## config.mk

```make
export PLATFORM = sky130hd
export DESIGN_NAME = frc_sqrt
export DESIGN_NICKNAME = d
export VERILOG_FILES = /design/src/rtl/core/frc_pkg.sv /design/src/rtl/core/frc_sqrt.sv
export SDC_FILE = /design/constraint.sdc
export NUM_CORES = 1
export LEC_CHECK = 0
export ABC_AREA = 1
export CAP_MARGIN = 15
export CORE_ASPECT_RATIO = 1.1
export CORE_UTILIZATION = 28
export CTS_CLUSTER_DIAMETER = 30
export DETAILED_ROUTE_END_ITERATION = 16
export DONT_BUFFER_PORTS = 1
export SYNTH_ARGS = -nofsm -noshare
export SYNTH_HDL_FRONTEND = slang
export SYNTH_SLANG_ARGS = --single-unit
```

## constraint.sdc

```tcl
create_clock -name clk_i -period 4.7 [get_ports clk_i]
set_clock_uncertainty 0.2 [all_clocks]
set_input_delay 0.235 -clock clk_i [delete_from_list [all_inputs] [get_ports clk_i]]
set_output_delay 0.235 -clock clk_i [all_outputs]
set_load 0.05 [all_outputs]
```

## src/rtl/core/frc_pkg.sv

```systemverilog
// Package with screen geometry, opcodes and shared types of the fill engine.
package frc_pkg;
  localparam int ScreenWidth  = 172;
  localparam int ScreenHeight = 320;
  localparam int Depth        = ScreenWidth * ScreenHeight;
  localparam int AddrW        = $clog2(Depth);
  localparam int ColorW       = 16;

  typedef enum logic [1:0] {
    OP_CLEAR  = 2'd0,
    OP_RECT   = 2'd1,
    OP_CIRCLE = 2'd2,
    OP_READ   = 2'd3
  } op_e;

  typedef struct packed {
    logic [1:0]  opcode;
    logic signed [11:0] pos_x;
    logic signed [11:0] pos_y;
    logic signed [11:0] span_w;
    logic signed [11:0] span_h;
    logic [9:0]  radius;
    logic [15:0] pixel_color;
  } cmd_t;

  // Request to and answer from the square root unit.
  typedef struct packed {
    logic        start;
    logic [19:0] value;
  } sqrt_req_t;

  typedef struct packed {
    logic        done;
    logic [10:0] root;
  } sqrt_rsp_t;
endpackage

```

## src/rtl/core/frc_sqrt.sv

```systemverilog
// Iterative rounded integer square root; it takes a new value only when idle.
module frc_sqrt (
  input  logic                 clk_i,
  input  logic                 rst_ni,
  input  frc_pkg::sqrt_req_t   req_i,
  output frc_pkg::sqrt_rsp_t   rsp_o
);
  typedef enum logic [1:0] {S_IDLE, S_RUN, S_ROUND} state_e;
  state_e      state_q;
  logic [21:0] rem_q;
  logic [21:0] res_q;
  logic [21:0] bit_q;
  logic [21:0] trial;

  assign trial = res_q + bit_q;

  always_ff @(posedge clk_i or negedge rst_ni) begin
    if (!rst_ni) begin
      state_q <= S_IDLE;
      rsp_o   <= '0;
      rem_q   <= '0;
      res_q   <= '0;
      bit_q   <= '0;
    end else begin
      rsp_o.done <= 1'b0;
      case (state_q)
        S_IDLE: begin
          if (req_i.start) begin
            rem_q   <= {2'b00, req_i.value};
            res_q   <= '0;
            bit_q   <= 22'd1 << 20;
            state_q <= S_RUN;
          end
        end
        S_RUN: begin
          if (rem_q >= trial) begin
            rem_q <= rem_q - trial;
            res_q <= (res_q >> 1) + bit_q;
          end else begin
            res_q <= res_q >> 1;
          end
          bit_q <= bit_q >> 2;
          if (bit_q[0]) begin
            state_q <= S_ROUND;
          end
        end
        S_ROUND: begin
          // The root rounds up when the remainder exceeds the root itself.
          rsp_o.root <= res_q[10:0] + 11'(rem_q > res_q);
          rsp_o.done <= 1'b1;
          state_q    <= S_IDLE;
        end
        default: state_q <= S_IDLE;
      endcase
    end
  end

  a_done_one: assert property (@(posedge clk_i) disable iff (!rst_ni)
    rsp_o.done |=> !rsp_o.done) else $error("sqrt done held");
  a_start_idle: assert property (@(posedge clk_i) disable iff (!rst_ni)
    (state_q == S_ROUND) |=> (state_q == S_IDLE)) else $error("sqrt round");
  a_done_from_round: assert property (@(posedge clk_i) disable iff (!rst_ni)
    rsp_o.done |-> $past(state_q == S_ROUND)) else $error("sqrt stray done");
endmodule

```

==> metrics.md <==
| Metric | Value |
|---|---|
| Outcome | `finished with violations` |
| Failing checks | `hold timing` |
| Asr flop ratio synth | `1.00` |
| Synth Cell Area | `0.00705 mm^2` |
| Num CTS Buffers | `9` |
| Gpl congestion | `0.963` |
| Worst Path Max Fanout | `21` |
| Post-synthesis sequential area ratio | `0.245` |
| Area share of fa/ha/maj cells after synthesis | `0.127` |
| Setup_tns | `0 ps` |
| Layout cells sized above 1 | `0.0484` |
| Crit path DAT | `4470 ps` |
| DR vias | `between 7,000 and 8,000` |
| # Max-Cap Violations | `0` |
| M2 GR Usage | `0.324` |
| Required time of the worst setup path | `about 4700 ps` |
| Gr busiest metal | `met2` |
| Core area | `about 0.025 mm^2` |
| DR WL/cell | `16.2 um` |
| Post-synth EDFFs | `0` |
| RSZ-0062 raised after global routing | `false` |
| CP startpoint kind | `flop` |
| CTS tree | `yes` |
| # rows | `60` |
| First-pass GRT wire length | `37.7 mm` |
| Clock slew at reported path FFs | `roughly 70 ps` |
| Chip width | `roughly 150 um` |
| Fin Hold WS | `-8.03 ps` |
| Crit end category | `flop` |
| Final setup fails | `0` |
| Synth Area per Inst | `6.33 um^2` |
| Tot GR Track Use | `0.187` |
| Filler instances | `between 2,000 and 3,000` |
| Max Freq | `~230 MHz` |
| I/O Buffers | `0` |
| Setup bufs post-CTS | `0` |
| Register Area | `0.00173 mm^2` |
| DP Cell Count | `~1,400` |
| Worst slew margin | `0.380` |
| Root buf cell | `clkbuf_16` |
| Fin cells | `1,447` |
| Clock Latency Late Sink | `around 350 ps` |
| Largest family of logic cells by synthesized area | `simple AND/OR/NAND/NOR gates` |
| Worst min path class | `in -> reg` |
| Clk sinks | `~70` |
| Vias per std cell | `around 5.0` |
| Clock Path Buffers | `2` |
| Cell count after synthesis | `1,113` |
| Mux cell area share after synthesis | `0` |
| Largest net degree at the start of global routing | `70` |
| Final Hold Violating Endpoints | `1` |
| Worst-Margin Slew | `929 ps` |
| H-tree depth | `3` |
| Initial DRC Count | `~480` |
| Grt met1 use | `0.239` |
| Fin crit period | `between 4000 and 5000 ps` |
| Routed Antenna Nets | `0` |
| Flops & latches, synth | `69` |
| Pre-antenna DRT Iters | `7` |
| WL final | `approximately 24 mm` |
| Reg2Reg Depth | `21` |
| Detailed placement HPWL | `around 19 mm` |
| Die ar. | `roughly 0.026 mm^2` |
| Final period utilization | `0.943` |
| Yosys warns | `0` |
| Area delta synth->final | `12.6%` |
| Nets | `between 1,000 and 1,500` |
| Yosys cell types | `between 40 and 50` |
| XOR/XNOR share of the synthesized area | `0.0398` |
| Starting Density | `0.286` |
| Residual DRC count | `0` |
| Initial antenna violation count | `0` |
| Gr ovfl total | `0` |
| Max Slew Vio Count | `0` |
| Die Span Y | `between 150 and 200 um` |
| Setup CP Type | `reg -> reg` |
| Area of the multi-input gates | `about 0.0046 mm^2` |
| WHS Path Cells | `2` |
| Compound-gate portion of the synthesized area | `0.0980` |
| Vias in the first global route | `slightly above 7,000` |
| # IOs | `35` |
| Commonest register cell after synthesis | `dfrtp_1` |
| Simple-gate share of the synthesized area | `0.394` |
| GRT met3 Usage | `0.0203` |
| # diodes | `0` |
| Syn Nets | `1,207` |
[critical path, cell delays in order, from the launching register on]
cell and delay (ps):
dfrtp_1 490, ha_1 390, nand2_1 130, o21ai_0 300
inv_1 70, nand2_1 130, a21oi_1 130, o21ai_1 280
nand2_1 110, nand3_1 80, nand2_1 90, ha_1 380
a21oi_1 250, nand2_1 130, nand2_1 70, nand2_1 80
nor2_4 210, nand2_4 160, nand2_4 210, nand2_4 220
nand2_1 130, nand2_1 50
[registers in the layout, summed over array words and instances (netlist names)]
| signal | flops |
|---|---|
| res_q | 22 |
| rem_q | 22 |
| rsp_o | 12 |
| state_q | 2 |
| bit_q | 11 |
[stage by stage]
step	instance area, um^2	setup WS (ps)	utilization
global route	7940	2.57	0.322
finish	7940	267	0.322
CTS	7930	70.8	0.322
floorplan	7050	1310	-
detailed placement	7360	96.3	0.299
global placement	7360	105	0.299
[logic make-up after synthesis]
| kind of cell | after synthesis |
|---|---|
| adder cells (fa/ha/maj) | 71 |
| buffers and inverters | 164 |
| flip-flops | 69 |
| XOR/XNOR | 32 |
| AND/OR/NAND/NOR | 652 |
| AO/OA/AOI/OAI | 125 |
[synth_stat cells, types with 3 or more instances]
| library cell | instances | area, um^2 |
|---|---|---|
| o21bai_1 | 7 | 52.6 |
| nand3b_1 | 8 | 60.1 |
| o21ai_0 | 51 | 255 |
| xnor2_1 | 11 | 96.3 |
| nor2_1 | 81 | 304 |
| nand2_2 | 7 | 43.8 |
| o22ai_1 | 11 | 68.8 |
| nand4_1 | 15 | 93.8 |
| nor3_1 | 13 | 65.1 |
| inv_2 | 5 | 18.8 |
| or2_2 | 6 | 37.5 |
| buf_2 | 8 | 40.0 |
| ha_1 | 70 | 876 |
| nor2_2 | 3 | 18.8 |
| clkbuf_1 | 10 | 37.5 |
| a21oi_1 | 36 | 180 |
| o21ai_1 | 6 | 30.0 |
| nand2_4 | 3 | 33.8 |
| xor2_1 | 21 | 184 |
| inv_1 | 132 | 495 |
| dfrtp_1 | 69 | 1730 |
| nand3_1 | 127 | 636 |
| a31oi_1 | 4 | 25.0 |
| nand2_1 | 384 | 1440 |
[metal layers]
layer / vias up / share of wire / wire length (um)
met4: 0 / 0.027 / 626
li1: 3649 / - / -
met5: - / 0 / 0
met1: 3399 / 0.45 / 10600
met2: 183 / 0.49 / 11400
met3: 36 / 0.037 / 873
[path summary, 6_finish.rpt]
check | start | to | slack, ps
setup / recovery | res_q[6] | rem_q[11] | 270
hold / removal | req_i[20] | bit_q[20] | -8
setup reg to reg | res_q[6] | rem_q[11] | 270
hold reg to reg | rem_q[0] | rem_q[0] | 350
max in group asynchronous | rst_ni | rem_q[15] | 3740
min in group asynchronous | rst_ni | rem_q[0] | 220
[final cells by class]
type                            instances  area share
Sequential cell                        69       0.218
Inverter                              138      0.0653
Multi-Input combinational cell        880       0.585
Clock inverter                          7      0.0132
Clock buffer                            9      0.0284
Timing Repair Buffer                   34      0.0413
Tap cell                              310      0.0489
[cell usage in the layout, fill, tap and decap left out, types with 8 or more instances in the layout]
cell type,Yosys,layout
nand2_1,384,384
inv_1,132,132
nand3_1,127,127
nor2_1,81,81
ha_1,70,70
dfrtp_1,69,69
o21ai_0,51,50
a21oi_1,36,36
xor2_1,21,21
dlygate4sd3_1,0,21
nand4_1,15,15
nor3_1,13,13
buf_4,2,12
xnor2_1,11,11
o22ai_1,11,11
clkbuf_16,0,9
nand3b_1,8,8
[timing repair]
action	in CTS	in global routing
hold buffers	22	0
setup endpoints to repair	0	26
endpoints found under the hold margin	89	0
resized for setup	0	2
Power is not shown: default switching activity piles up to over one toggle a cycle in this logic, so the estimate is an artifact.
